`src/rtl/core/vlfo_pkg.sv`:
```
// vibrato lfo package: widths, item and register codes, quarter-wave sine table
// no dependencies; used by vibrato_lfo_generator_core
`timescale 1ns / 1ps
`default_nettype none

package vlfo_pkg;

   localparam int SINE_TABLE_BITS = 10;
   localparam int COUNT_BITS      = 32;
   localparam int FRAC_BITS       = 16;
   localparam int QTR_BITS        = SINE_TABLE_BITS - 2;
   localparam int QTR_SIZE        = 1 << QTR_BITS;

   // field and state widths
   localparam int FUNC_W   = 3;
   localparam int VALUE_W  = 17;
   localparam int AMOUNT_W = 17;
   localparam int RANGE_W  = 14;
   localparam int PERIOD_W = 16;
   localparam int DELAY_W  = 4;
   localparam int OFFSET_W = 15;
   localparam int SINE_W   = 15;
   localparam int CSR_IDX_W = 3;

   // datapath widths
   localparam int DEN_W   = PERIOD_W + AMOUNT_W;    // period * speed
   localparam int AMP_W   = 30;                      // amount * range, at most 2^29
   localparam int MUL_A_W = AMP_W;
   localparam int MUL_B_W = AMOUNT_W;
   localparam int PROD_W  = MUL_A_W + MUL_B_W;
   localparam int MAG_SHIFT = 31;
   localparam int MAG_W   = 13;

   // long division: remainder of count<<16, then table index quotient bits
   localparam int NUM_BITS     = COUNT_BITS + FRAC_BITS;
   localparam int DIV_STEPS    = NUM_BITS + SINE_TABLE_BITS;
   localparam int DIV_CNT_BITS = $clog2(DIV_STEPS);

   localparam logic [AMOUNT_W-1:0] Q16_ONE     = AMOUNT_W'(65536);
   localparam logic [RANGE_W-1:0]  RANGE_LIMIT = RANGE_W'(8192);
   localparam logic [VALUE_W-1:0]  DELAY_LIMIT = VALUE_W'(15);
   localparam logic [SINE_W-1:0]   SINE_MAX    = SINE_W'(32767);
   localparam longint unsigned     HALF_PI_Q30 = 64'd1686629713;

   typedef enum logic [FUNC_W-1:0] {
      FUNC_TICK          = 3'd0,
      FUNC_START         = 3'd1,
      FUNC_SET_AMOUNT    = 3'd2,
      FUNC_SET_SPEED     = 3'd3,
      FUNC_SET_DELAY     = 3'd4,
      FUNC_LOAD_DEFAULTS = 3'd5
   } func_type;

   typedef enum logic [CSR_IDX_W-1:0] {
      CSR_DEPTH_RANGE    = 3'd0,
      CSR_BASE_PERIOD    = 3'd1,
      CSR_DEFAULT_DELAY  = 3'd2,
      CSR_DEFAULT_AMOUNT = 3'd3,
      CSR_DEFAULT_SPEED  = 3'd4
   } csr_index_type;

   typedef logic [SINE_W-1:0] sine_qtr_type [QTR_SIZE];

   // first quarter of the wave, q2.30 taylor series to x^9, rounded to q15
   // term divisors are the factorial ratios 2*3, 4*5, 6*7 and 8*9
   function automatic sine_qtr_type build_sine_qtr();
      sine_qtr_type    tbl;
      longint unsigned x;
      longint unsigned x2;
      longint unsigned term;
      longint unsigned sum;
      longint unsigned q15;
      int              k;
      for (k = 0; k < QTR_SIZE; k++) begin
         x    = (longint'(k) * HALF_PI_Q30) >> QTR_BITS;
         x2   = (x * x) >> 30;
         term = ((x * x2) >> 30) / 64'd6;
         sum  = x - term;
         term = ((term * x2) >> 30) / 64'd20;
         sum  = sum + term;
         term = ((term * x2) >> 30) / 64'd42;
         sum  = sum - term;
         term = ((term * x2) >> 30) / 64'd72;
         sum  = sum + term;
         q15 = (sum + (64'd1 << 14)) >> 15;
         if (q15 > 64'd32767) begin
            q15 = 64'd32767;
         end
         tbl[k] = SINE_W'(q15);
      end
      return tbl;
   endfunction

   localparam sine_qtr_type SINE_QTR = build_sine_qtr();

endpackage

`default_nettype wire

```
`src/rtl/core/vibrato_lfo_generator_core.sv`:
```
// vibrato lfo generator: per-voice sine lfo with start delay
// depends on vlfo_pkg (widths, codes, sine quarter table)
//
// usage
//   req channel: one word per item (req_func, req_setting_value), taken when
//   req_valid is high and req_stall is low. req_stall stays high from the
//   accepting edge until the sequencer is back in idle.
//   rsp channel: one word per item (rsp_vibrato_offset, rsp_setting_rejected),
//   held in an output register until taken while rsp_stall is low.
//   csr channel: csr_index / csr_wdata, written when csr_valid is high;
//   csr_ready is always high. write only while no item is in flight.
// sequence
//   an item whose offset is forced to zero goes from ST_DEN straight to
//   ST_OUT; any other item passes through two multiplies, 58 steps of
//   the shared restoring divider (48 remainder bits of count<<16 by
//   period*speed, then 10 table index bits), a table read and a scale
//   multiply. the next word can be accepted in the cycle after the result
//   moves to the output register, so a new item is not taken until the
//   last one has handed over its result.
// reset
//   synchronous, active high: registers go to their defaults, speed to 1.0,
//   the sequencer to idle and rsp_valid low.
// stall
//   a result waits in the output register; the next item may be accepted
//   meanwhile, and its result waits in the sequencer until the register frees.
`timescale 1ns / 1ps
`default_nettype none

module vibrato_lfo_generator_core (
   input  wire logic                                clock,
   input  wire logic                                reset,
   // item input
   input  wire logic                                req_valid,
   output logic                                     req_stall,
   input  wire logic [vlfo_pkg::FUNC_W-1:0]         req_func,
   input  wire logic [vlfo_pkg::VALUE_W-1:0]        req_setting_value,
   // result output
   output logic                                     rsp_valid,
   input  wire logic                                rsp_stall,
   output logic signed [vlfo_pkg::OFFSET_W-1:0]     rsp_vibrato_offset,
   output logic                                     rsp_setting_rejected,
   // register writes
   input  wire logic                                csr_valid,
   output logic                                     csr_ready,
   input  wire logic [vlfo_pkg::CSR_IDX_W-1:0]      csr_index,
   input  wire logic [vlfo_pkg::VALUE_W-1:0]        csr_wdata
);

   typedef enum logic [2:0] {
      ST_IDLE,
      ST_DEN,
      ST_AMP,
      ST_DIV,
      ST_SINE,
      ST_SCALE,
      ST_OUT
   } state_type;

   // configuration registers
   logic [vlfo_pkg::RANGE_W-1:0]   depth_range_ff;
   logic [vlfo_pkg::PERIOD_W-1:0]  base_period_ff;
   logic [vlfo_pkg::DELAY_W-1:0]   default_delay_ff;
   logic [vlfo_pkg::AMOUNT_W-1:0]  default_amount_ff;
   logic [vlfo_pkg::AMOUNT_W-1:0]  default_speed_ff;

   // voice state
   logic [vlfo_pkg::COUNT_BITS-1:0] frame_count_ff, frame_count_in;
   logic [vlfo_pkg::AMOUNT_W-1:0]   live_amount_ff, live_amount_in;
   logic [vlfo_pkg::AMOUNT_W-1:0]   live_speed_ff, live_speed_in;
   logic [vlfo_pkg::DELAY_W-1:0]    live_delay_ff, live_delay_in;
   logic                            rejected_ff, rejected_in;

   // sequencer and datapath
   state_type                             state_ff, state_in;
   logic [vlfo_pkg::DEN_W-1:0]            den_ff, den_in;
   logic [vlfo_pkg::AMP_W-1:0]            amp_ff, amp_in;
   logic [vlfo_pkg::DEN_W-1:0]            rem_ff, rem_in;
   logic [vlfo_pkg::NUM_BITS-1:0]         num_ff, num_in;
   logic [vlfo_pkg::SINE_TABLE_BITS-1:0]  idx_ff, idx_in;
   logic [vlfo_pkg::DIV_CNT_BITS-1:0]     step_ff, step_in;
   logic [vlfo_pkg::SINE_W-1:0]           sine_mag_ff, sine_mag_in;
   logic                                  sine_neg_ff, sine_neg_in;
   logic signed [vlfo_pkg::OFFSET_W-1:0]  offset_ff, offset_in;

   // output register
   logic                                  rsp_valid_ff, rsp_valid_in;
   logic signed [vlfo_pkg::OFFSET_W-1:0]  rsp_offset_ff, rsp_offset_in;
   logic                                  rsp_rejected_ff, rsp_rejected_in;

   // shared multiplier
   logic [vlfo_pkg::MUL_A_W-1:0] mul_a;
   logic [vlfo_pkg::MUL_B_W-1:0] mul_b;
   logic [vlfo_pkg::PROD_W-1:0]  mul_p;

   // shared divider step
   logic                           div_bit;
   logic [vlfo_pkg::DEN_W:0]       div_trial;
   logic                           div_ge;
   logic [vlfo_pkg::DEN_W-1:0]     div_rem;
   logic                           rem_phase;

   // item decode
   logic                           accept;
   logic [vlfo_pkg::AMOUNT_W-1:0]  amount_value;
   logic [vlfo_pkg::AMOUNT_W-1:0]  speed_value;
   logic                           amount_bad;
   logic                           speed_bad;
   logic [vlfo_pkg::RANGE_W-1:0]   range_sat;
   logic                           out_free;

   // sine lookup
   logic [1:0]                     quad;
   logic [vlfo_pkg::QTR_BITS:0]    qtr_ref;

   assign accept    = req_valid && !req_stall;
   assign req_stall = (state_ff != ST_IDLE);
   assign csr_ready = 1'b1;
   assign out_free  = !rsp_valid_ff || !rsp_stall;

   assign rsp_valid            = rsp_valid_ff;
   assign rsp_vibrato_offset   = rsp_offset_ff;
   assign rsp_setting_rejected = rsp_rejected_ff;

   // load-defaults uses the default registers, set items the payload
   assign amount_value = (req_func == vlfo_pkg::FUNC_LOAD_DEFAULTS) ?
                         default_amount_ff : req_setting_value;
   assign speed_value  = (req_func == vlfo_pkg::FUNC_LOAD_DEFAULTS) ?
                         default_speed_ff : req_setting_value;
   assign amount_bad   = amount_value > vlfo_pkg::Q16_ONE;
   assign speed_bad    = speed_value > vlfo_pkg::Q16_ONE;

   assign range_sat = (depth_range_ff > vlfo_pkg::RANGE_LIMIT) ?
                      vlfo_pkg::RANGE_LIMIT : depth_range_ff;

   // one multiplier serves period*speed, amount*range and the final scale
   always_comb begin
      case (state_ff)
         ST_DEN: begin
            mul_a = vlfo_pkg::MUL_A_W'(base_period_ff);
            mul_b = live_speed_ff;
         end
         ST_AMP: begin
            mul_a = vlfo_pkg::MUL_A_W'(live_amount_ff);
            mul_b = vlfo_pkg::MUL_B_W'(range_sat);
         end
         default: begin
            mul_a = amp_ff;
            mul_b = vlfo_pkg::MUL_B_W'(sine_mag_ff);
         end
      endcase
   end

   assign mul_p = vlfo_pkg::PROD_W'(mul_a) * vlfo_pkg::PROD_W'(mul_b);

   // restoring divide step: remainder bits first, then quotient bits
   assign rem_phase = step_ff < vlfo_pkg::DIV_CNT_BITS'(vlfo_pkg::NUM_BITS);
   assign div_bit   = rem_phase ? num_ff[vlfo_pkg::NUM_BITS-1] : 1'b0;
   assign div_trial = {rem_ff, div_bit};
   assign div_ge    = div_trial >= {1'b0, den_ff};
   assign div_rem   = div_ge ? vlfo_pkg::DEN_W'(div_trial - {1'b0, den_ff}) :
                               div_trial[vlfo_pkg::DEN_W-1:0];

   // quarter-wave fold of the table index
   assign quad    = idx_ff[vlfo_pkg::SINE_TABLE_BITS-1 -: 2];
   assign qtr_ref = quad[0] ?
      (vlfo_pkg::QTR_BITS+1)'(vlfo_pkg::QTR_SIZE) - {1'b0, idx_ff[vlfo_pkg::QTR_BITS-1:0]} :
      {1'b0, idx_ff[vlfo_pkg::QTR_BITS-1:0]};

   always_comb begin
      state_in        = state_ff;
      frame_count_in  = frame_count_ff;
      live_amount_in  = live_amount_ff;
      live_speed_in   = live_speed_ff;
      live_delay_in   = live_delay_ff;
      rejected_in     = rejected_ff;
      den_in          = den_ff;
      amp_in          = amp_ff;
      rem_in          = rem_ff;
      num_in          = num_ff;
      idx_in          = idx_ff;
      step_in         = step_ff;
      sine_mag_in     = sine_mag_ff;
      sine_neg_in     = sine_neg_ff;
      offset_in       = offset_ff;
      rsp_offset_in   = rsp_offset_ff;
      rsp_rejected_in = rsp_rejected_ff;
      rsp_valid_in    = rsp_valid_ff && rsp_stall;

      case (state_ff)
         ST_IDLE: begin
            if (accept) begin
               state_in    = ST_DEN;
               rejected_in = 1'b0;
               case (req_func)
                  vlfo_pkg::FUNC_TICK: begin
                     // saturating frame counter, frozen while amount is zero
                     if (live_amount_ff != '0 && frame_count_ff != '1) begin
                        frame_count_in = frame_count_ff + 1'b1;
                     end
                  end
                  vlfo_pkg::FUNC_START: begin
                     frame_count_in = '0;
                     live_delay_in  = default_delay_ff;
                  end
                  vlfo_pkg::FUNC_SET_AMOUNT: begin
                     rejected_in = amount_bad;
                     if (!amount_bad) begin
                        if ((live_amount_ff == '0) != (amount_value == '0)) begin
                           frame_count_in = '0;
                        end
                        live_amount_in = amount_value;
                     end
                  end
                  vlfo_pkg::FUNC_SET_SPEED: begin
                     rejected_in = speed_bad;
                     if (!speed_bad) begin
                        live_speed_in = speed_value;
                     end
                  end
                  vlfo_pkg::FUNC_SET_DELAY: begin
                     if (req_setting_value > vlfo_pkg::DELAY_LIMIT) begin
                        rejected_in = 1'b1;
                     end else begin
                        live_delay_in = req_setting_value[vlfo_pkg::DELAY_W-1:0];
                     end
                  end
                  vlfo_pkg::FUNC_LOAD_DEFAULTS: begin
                     rejected_in = amount_bad || speed_bad;
                     if (!amount_bad) begin
                        if ((live_amount_ff == '0) != (amount_value == '0)) begin
                           frame_count_in = '0;
                        end
                        live_amount_in = amount_value;
                     end
                     if (!speed_bad) begin
                        live_speed_in = speed_value;
                     end
                  end
                  default: begin
                     // unused codes leave the voice alone
                  end
               endcase
            end
         end
         ST_DEN: begin
            den_in  = mul_p[vlfo_pkg::DEN_W-1:0];
            rem_in  = '0;
            step_in = '0;
            idx_in  = '0;
            num_in  = {frame_count_ff - vlfo_pkg::COUNT_BITS'(live_delay_ff),
                       vlfo_pkg::FRAC_BITS'(0)};
            if (live_amount_ff == '0 || live_speed_ff == '0 || base_period_ff == '0 ||
                frame_count_ff < vlfo_pkg::COUNT_BITS'(live_delay_ff)) begin
               offset_in = '0;
               state_in  = ST_OUT;
            end else begin
               state_in  = ST_AMP;
            end
         end
         ST_AMP: begin
            amp_in   = mul_p[vlfo_pkg::AMP_W-1:0];
            state_in = ST_DIV;
         end
         ST_DIV: begin
            rem_in  = div_rem;
            num_in  = num_ff << 1;
            step_in = step_ff + 1'b1;
            if (!rem_phase) begin
               idx_in = {idx_ff[vlfo_pkg::SINE_TABLE_BITS-2:0], div_ge};
            end
            if (step_ff == vlfo_pkg::DIV_CNT_BITS'(vlfo_pkg::DIV_STEPS - 1)) begin
               state_in = ST_SINE;
            end
         end
         ST_SINE: begin
            // the quarter peak sits just past the table and clamps to full scale
            if (qtr_ref[vlfo_pkg::QTR_BITS]) begin
               sine_mag_in = vlfo_pkg::SINE_MAX;
            end else begin
               sine_mag_in = vlfo_pkg::SINE_QTR[qtr_ref[vlfo_pkg::QTR_BITS-1:0]];
            end
            sine_neg_in = quad[1];
            state_in    = ST_SCALE;
         end
         ST_SCALE: begin
            // magnitude truncates, sign applied after: rounds toward zero
            if (sine_neg_ff) begin
               offset_in = vlfo_pkg::OFFSET_W'(0) -
                  vlfo_pkg::OFFSET_W'(mul_p[vlfo_pkg::MAG_SHIFT +: vlfo_pkg::MAG_W]);
            end else begin
               offset_in = vlfo_pkg::OFFSET_W'(mul_p[vlfo_pkg::MAG_SHIFT +: vlfo_pkg::MAG_W]);
            end
            state_in = ST_OUT;
         end
         ST_OUT: begin
            // hand the word over once the output register is free
            if (out_free) begin
               rsp_valid_in    = 1'b1;
               rsp_offset_in   = offset_ff;
               rsp_rejected_in = rejected_ff;
               state_in        = ST_IDLE;
            end
         end
         default: begin
            state_in = ST_IDLE;
         end
      endcase
   end

   always_ff @(posedge clock) begin
      if (reset) begin
         state_ff          <= ST_IDLE;
         rsp_valid_ff      <= 1'b0;
         frame_count_ff    <= '0;
         live_amount_ff    <= '0;
         live_speed_ff     <= vlfo_pkg::Q16_ONE;
         live_delay_ff     <= '0;
         depth_range_ff    <= '0;
         base_period_ff    <= '0;
         default_delay_ff  <= '0;
         default_amount_ff <= '0;
         default_speed_ff  <= vlfo_pkg::Q16_ONE;
      end else begin
         state_ff       <= state_in;
         rsp_valid_ff   <= rsp_valid_in;
         frame_count_ff <= frame_count_in;
         live_amount_ff <= live_amount_in;
         live_speed_ff  <= live_speed_in;
         live_delay_ff  <= live_delay_in;
         if (csr_valid && csr_ready) begin
            case (csr_index)
               vlfo_pkg::CSR_DEPTH_RANGE: begin
                  depth_range_ff <= csr_wdata[vlfo_pkg::RANGE_W-1:0];
               end
               vlfo_pkg::CSR_BASE_PERIOD: begin
                  base_period_ff <= csr_wdata[vlfo_pkg::PERIOD_W-1:0];
               end
               vlfo_pkg::CSR_DEFAULT_DELAY: begin
                  default_delay_ff <= csr_wdata[vlfo_pkg::DELAY_W-1:0];
               end
               vlfo_pkg::CSR_DEFAULT_AMOUNT: begin
                  default_amount_ff <= csr_wdata[vlfo_pkg::AMOUNT_W-1:0];
               end
               vlfo_pkg::CSR_DEFAULT_SPEED: begin
                  default_speed_ff <= csr_wdata[vlfo_pkg::AMOUNT_W-1:0];
               end
               default: begin
                  // writes past the register list are dropped
               end
            endcase
         end
      end
   end

   // datapath payload, no reset needed
   always_ff @(posedge clock) begin
      rejected_ff     <= rejected_in;
      den_ff          <= den_in;
      amp_ff          <= amp_in;
      rem_ff          <= rem_in;
      num_ff          <= num_in;
      idx_ff          <= idx_in;
      step_ff         <= step_in;
      sine_mag_ff     <= sine_mag_in;
      sine_neg_ff     <= sine_neg_in;
      offset_ff       <= offset_in;
      rsp_offset_ff   <= rsp_offset_in;
      rsp_rejected_ff <= rsp_rejected_in;
   end

   // the counter only runs while the amount is nonzero, and every crossing
   // into zero clears it
   a_count_idle_at_zero_amount: assert property (
      @(posedge clock) disable iff (reset)
      (live_amount_ff == '0) |-> (frame_count_ff == '0))
      else $error("frame count nonzero while amount is zero");

   // range checks keep live settings at or below 1.0
   a_settings_in_range: assert property (
      @(posedge clock) disable iff (reset)
      (live_amount_ff <= vlfo_pkg::Q16_ONE) && (live_speed_ff <= vlfo_pkg::Q16_ONE))
      else $error("live amount or speed above 1.0");

   // restoring divider keeps its partial remainder below the divisor
   a_div_rem_bound: assert property (
      @(posedge clock) disable iff (reset)
      (state_ff == ST_DIV) |-> (rem_ff < den_ff))
      else $error("divider remainder not below divisor");

   // an accepted item always starts the sequencer
   a_accept_starts: assert property (
      @(posedge clock) disable iff (reset)
      accept |=> (state_ff == ST_DEN))
      else $error("accepted word did not start the sequencer");

endmodule

`default_nettype wire

```
`config.mk`:
```
export PLATFORM = sky130hd
export DESIGN_NAME = vibrato_lfo_generator_core
export DESIGN_NICKNAME = d
export VERILOG_FILES = /design/src/rtl/core/vlfo_pkg.sv /design/src/rtl/core/vibrato_lfo_generator_core.sv
export SDC_FILE = /design/constraint.sdc
export NUM_CORES = 2
export LEC_CHECK = 0
export BUFFER_PORTS_ARGS = -buffer_cell sky130_fd_sc_hd__buf_4
export CAP_MARGIN = 30
export CORE_ASPECT_RATIO = 2
export CORE_MARGIN = 2
export CORE_UTILIZATION = 47
export DETAILED_ROUTE_END_ITERATION = 7
export GPL_TIMING_DRIVEN = 0
export PLACE_DENSITY = 0.7
export SLEW_MARGIN = 40
export SYNTH_ARGS = -nofsm -noshare
export SYNTH_HDL_FRONTEND = slang
export SYNTH_SLANG_ARGS = --single-unit
```
`constraint.sdc`:
```
create_clock -name clock -period 15.38 [get_ports clock]
set_clock_uncertainty 0.1 [all_clocks]
set_input_delay 1.538 -clock clock [delete_from_list [all_inputs] [get_ports clock]]
set_output_delay 1.538 -clock clock [all_outputs]
set_load 0.1 [all_outputs]
```
Word level (Yosys, flattened, before mapping)
Memories as Yosys holds them, arrays and structs flattened. A register that Yosys moved wholly into a read port is not among the register bits.
Cells that the tools add are included.

operators by class
  bitwise logic cells = 3
  reductions and logical operators = 40
  equality and inequality tests = 27
  $lt $le $gt $ge = 7
  multiply operators = 1
  add/sub/neg operators = 6
  multiplexer cells = 31

operators by type and width
  kind                                                  count
  2-to-1 mux 32 bit                                     3
  case mux 32 bit (3 select lines)                      1
  case mux 48 bit (2 select lines)                      1
  case mux 33 bit (2 select lines)                      1
  case mux 30 bit (2 select lines)                      1
  logical NOT 17 bit                                    3
  multiplier 30 x 17 -> 44 bit                          1
  >= comparator 34 x 33 -> 1 bit                        1
  > comparator 17 bit (second input constant)           2
  2-to-1 mux 17 bit                                     2
  case mux 17 bit (2 select lines)                      1
  2-to-1 mux 33 bit                                     1
  subtractor 33 bit                                     1
  adder 32 x 1 -> 32 bit (second input constant)        1
  < comparator 32 x 4 -> 1 bit                          1
  inequality test 32 bit (second input constant)        1
  subtractor 32 x 4 -> 32 bit                           1
  2-to-1 mux 15 bit                                     2
  case mux 15 bit (2 select lines)                      1
  case mux 3 bit (7 select lines)                       1
  case mux 10 bit (2 select lines)                      1
  equality test 3 x 2 -> 1 bit (second input constant)  6
  equality test 3 bit (second input constant)           6
  AND reduction 2 bit                                   9
  other kinds (34)                                      66

word-level totals
  output and inout bits = 19
  memories = 1
  logic and storage cells = 138
  bits in registers = 335
  input port bits = 45
  ROM bits = 3840

memory list
  memory            words  width  rd ports  clocked after memory_dff  write ports  line                               text
  (name not given)  256    15     1         1                         0            vibrato_lfo_generator_core.sv:280  sine_mag_in = vlfo_pkg::SINE_QTR[qtr_ref[vlfo_pkg::QTR_BITS-1:0]];

Depth between registers and ports, before layout
  depth in word-level cells = 7
  mapped depth = 35
  mapped depth without buffers = 32

Worst setup path before layout
No wires, ideal clock.

  path kind = register to register
  start point = register state_ff[2]
  end point = register offset_ff[12] (netlist name) (data pin)
  arrival time = 10323 ps
  slack = 4697 ps
  cell stages (with the launch flop) = 32
  setup time = 260 ps
  data required time = 15020 ps
  cell sequence = dfxtp_1 buf_2 nand2b_1 clkinv_1 nand2b_1 inv_2 buf_1 buf_1 a22oi_1 nor2_1 fa_1 inv_1 fa_1 fa_1 inv_1 fa_1 fa_1 inv_1 fa_1 inv_1 ha_1 clkbuf_1 a21oi_1 o21ai_0 or3_1 o31ai_1 or2b_2 xor2_1 nor4_4 and4_1 a21oi_1 mux2_4

between the ends
  longest elaborated chain between the ends = 6
  elaborated cells between the ends (all ways) = 9

ends and longest elaborated chain
  what                                                                                  line                                                                  text
  start: declaration                                                                    vibrato_lfo_generator_core.sv:74                                      state_type state_ff, state_in;
  start signal: assignment                                                              vibrato_lfo_generator_core.sv:324                                     state_ff <= state_in;
  equality test 3 x 2 -> 1 bit or equality test 3 x 1 -> 1 bit (tied branches)          vibrato_lfo_generator_core.sv:137, vibrato_lfo_generator_core.sv:189
  case mux 30 bit (2 select lines) or case mux 17 bit (2 select lines) (tied branches)  vibrato_lfo_generator_core.sv:137                                     case (state_ff)
  multiplier 30 x 17 -> 44 bit                                                          vibrato_lfo_generator_core.sv:153                                     assign mul_p = vlfo_pkg::PROD_W'(mul_a) * vlfo_pkg::PROD_W'(mul_b);
  subtractor 1 x 13 -> 14 bit                                                           vibrato_lfo_generator_core.sv:288                                     offset_in = vlfo_pkg::OFFSET_W'(0) -
  2-to-1 mux 15 bit                                                                     vibrato_lfo_generator_core.sv:287                                     if (sine_neg_ff) begin
  case mux 15 bit (2 select lines) (*)                                                  vibrato_lfo_generator_core.sv:189                                     case (state_ff)
  end signal: assignment                                                                vibrato_lfo_generator_core.sv:366                                     offset_ff <= offset_in;
  end: declaration                                                                      vibrato_lfo_generator_core.sv:83                                      logic signed [vlfo_pkg::OFFSET_W-1:0] offset_ff, offset_in;

Mark *: on every way between the ends. The rest lies on a longest branch, timed or not.
A chain may end at the register's enable or synchronous reset.

Worst setup path in the final report
  start point = register state_ff[0]
  end point = register offset_ff[12] (netlist name) (data pin)

Same word-level chain as after synthesis.

==> out/metrics.cfg <==
[global_routing]
grt-ovfl-total=0
gr-usage-met2_pct=77.41
grt_max_degree=53
track_usage_pct=47.40
busiest_layer=met2
grt_pass1_vias=36178
grt_pass1_wl_um=261200
gr-usage-met3_pct=15.37
met1_usage_pct=43.00
antenna_found_initial=16

[sta]
max_freq_ghz=0.08018
fin_crit_sh_pct=81.09
slew_headroom_pct=31.82
fin_crit_ns=12.47
rsz0062_at_grt=no
tns_ns=0
slew_violations=0
hold_viol_final=0
setup_viol=0
worst_pin_slew_ns=1.023

[worst_setup_path]
cp_data_required_time_ns=15.67
path_class=reg2reg
end_kind=register
endpoint=offset_ff[12]
crit_fanout=52
cpMaxStageDelayCell=a211oi_1
startpoint=state_ff[0]
crit_path_start_kind=register
reg2reg_depth=32
r2r_end=offset_ff[12]
r2r-start=state_ff[0]
cp.arrival_ns=12.76
slowest_delay_ns=0.69
reg2reg_setup_slack_ns=2.91
crit_top_cell=fa_1

[clock_tree]
cts_setup_buffers=0
h-tree-depth=1
clockBufferDepth=3
cts_resized=0
cts_root_buf=clkbuf_16
cts_buffers=29
cts_tree=built
cts.clk_slew.worst_paths_ns=0.07
hold_buffers=0
clock_latency_ns=0.64
clock-sinks=332

[placement]
hpwl_um=141900
gp_congestion=1.108
place_inst=5377
port_buffers=62

[final_layout]
nFillCells=7468
drive_gt1_share_pct=7.758
final_cells=5456
nNetsFinal=5023
area_growth_pct=10.03

[worst_hold_path]
hp-start=offset_ff[8]
hold_depth=0
hold_path_class=reg2reg

[routing]
via_count=34450
drc=0
drt_wl_total_um=179300
drt_iter0_drc=3049
detail_route.vias_per_cell=6.314
drtPass1Iterations=8
ant_nets=0
routedWlPerCell_um=32.87

[synth]
synthDistinctLibCells=101
async_flop_share_pct=0
synth_common_cells=576 x nand2_1, 545 x inv_1, 521 x nor2_1
yosysTopAreaCell=fa_1
ys_ff_latch=332
synthTopCellsByArea=fa_1 23%, edfxtp_1 16%, dfxtp_1 7.9%
yosys_most_used_dff=edfxtp_1
syn_area_per_cell_sq_um=8.427
yosysMostFrequentCell=nand2_1
synth_cells=4259
synth_top_area_share_pct=23.37
ys_seq_area_share_pct=23.82
synth-edff-count=190
yosys_warnings=0
syn_area_sq_mm=0.03589

[floorplanning]
fp-row-count=143
coreArea_sq_mm=0.07586
fp.dieW_um=199.4
dieArea_sq_mm=0.07872
ios=64
start_util_pct=47.31
fp.dieH_um=394.8

[status]
outcome=complete, no violations

[run]
cap_violations=0

area by class of cell:
cell class              count  area [sq um]  area share, %
diodes                     20         50.05         0.1267
inverters                 553          2081          5.269
plain buffers             256          1146          2.902
clock inverters            22         242.7         0.6147
multi-input cells        3140         24690          62.53
repair buffers             86         723.2          1.831
flip-flops and latches    332          8548          21.65
well taps                1015          1270          3.216
clock buffers              32         737.0          1.866
how the worst min path moves through the flow:
stage                       endpoint  slack, ns
5_1_grt        rsp_vibrato_offset[6]       0.33
3_3_place_gp             sine_neg_ff       0.30
2_1_floorplan   rsp_setting_rejected       0.30
3_5_place_dp   rsp_vibrato_offset[5]       0.31
4_1_cts        rsp_vibrato_offset[6]       0.32
6_report       rsp_vibrato_offset[8]       0.32
through the flow:
step	instance area [sq um]	utilization, %	setup slack [ns]	hold WS, ns
floorplan	35970	-	4.697	0.3003
global placement	37710	49.70	-0.01564	0.3028
detailed placement	38280	50.46	3.036	0.3071
CTS	39260	51.75	2.983	0.3231
global route	39450	52.00	2.507	0.3296
finish	39490	52.05	2.908	0.3209
state kept, by name, indices dropped and copies added, names as in the netlist, 3 cells and up:
name                count
offset_ff              14
live_amount_ff         17
default_speed_ff       17
sine_mag_ff            15
live_speed_ff          17
rsp_vibrato_offset     14
frame_count_ff         32
depth_range_ff         14
num_ff                 32
rem_ff                 33
default_amount_ff      17
idx_ff                 10
default_delay_ff        4
state_ff                3
step_ff                 6
amp_ff                 30
den_ff                 33
base_period_ff         16
live_delay_ff           4
critical path, delay by kind of cell, from the launching register on:
family	cells	cell delay [ns]
AOI/OAI and AO/OA	7	2.86
buffers and inverters	9	2.43
and+or+nand+nor	8	2.55
DFF	1	0.30
adders and majority gates	7	3.57
muxes	1	0.32
cell families (layout without fill, tap and decap cells):
family	after synthesis	after routing	share of synthesized area, %
compound gates	871	871	15.62
simple gates	1481	1481	18.09
buf+inv	809	949	8.733
mux	40	40	1.199
other cells	2	44	0.02093
flops	332	332	23.82
xor+xnor	144	144	3.535
fa+ha+maj	580	580	28.98
cell usage in the layout, fill, tap and decap left out, types with 14 or more instances in the layout:
cell type / netlist / layout
nor2b_1: 34 / 34
o22ai_1: 16 / 14
nor3_1: 53 / 52
o21ai_0: 163 / 159
fa_1: 419 / 419
nor2_2: 4 / 18
a21o_1: 34 / 34
conb_1: 2 / 24
xnor2_1: 88 / 86
nor4_1: 30 / 30
xor2_1: 55 / 54
nand3_1: 53 / 53
clkbuf_16: 0 / 29
ha_1: 161 / 161
a211oi_1: 81 / 78
nand2_1: 576 / 573
a221o_1: 19 / 19
buf_2: 23 / 37
nand2b_1: 33 / 32
mux2i_1: 37 / 37
o211ai_1: 25 / 25
and2_1: 24 / 24
a21oi_1: 292 / 281
nand4_1: 32 / 32
edfxtp_1: 190 / 190
o221ai_1: 15 / 14
a221oi_1: 32 / 18
a22oi_1: 17 / 15
and3_1: 48 / 48
nor2_1: 521 / 506
buf_4: 5 / 73
inv_1: 545 / 545
or3_1: 19 / 19
diode_2: 0 / 20
dfxtp_1: 142 / 142
clkbuf_2: 1 / 59
a31oi_1: 35 / 34
o21bai_1: 14 / 14
clkbuf_1: 202 / 148
per-layer routing:
layer / up-vias / share of wire, %
li1: 14467 / -
met1: 16764 / 29
met2: 2075 / 48
met3: 1138 / 8.2
met4: 6 / 15
met5: - / 0.025
Power is left out: the tool's default activity adds up to more than one toggle a clock period on the data nets, which glitch-free logic cannot reach.
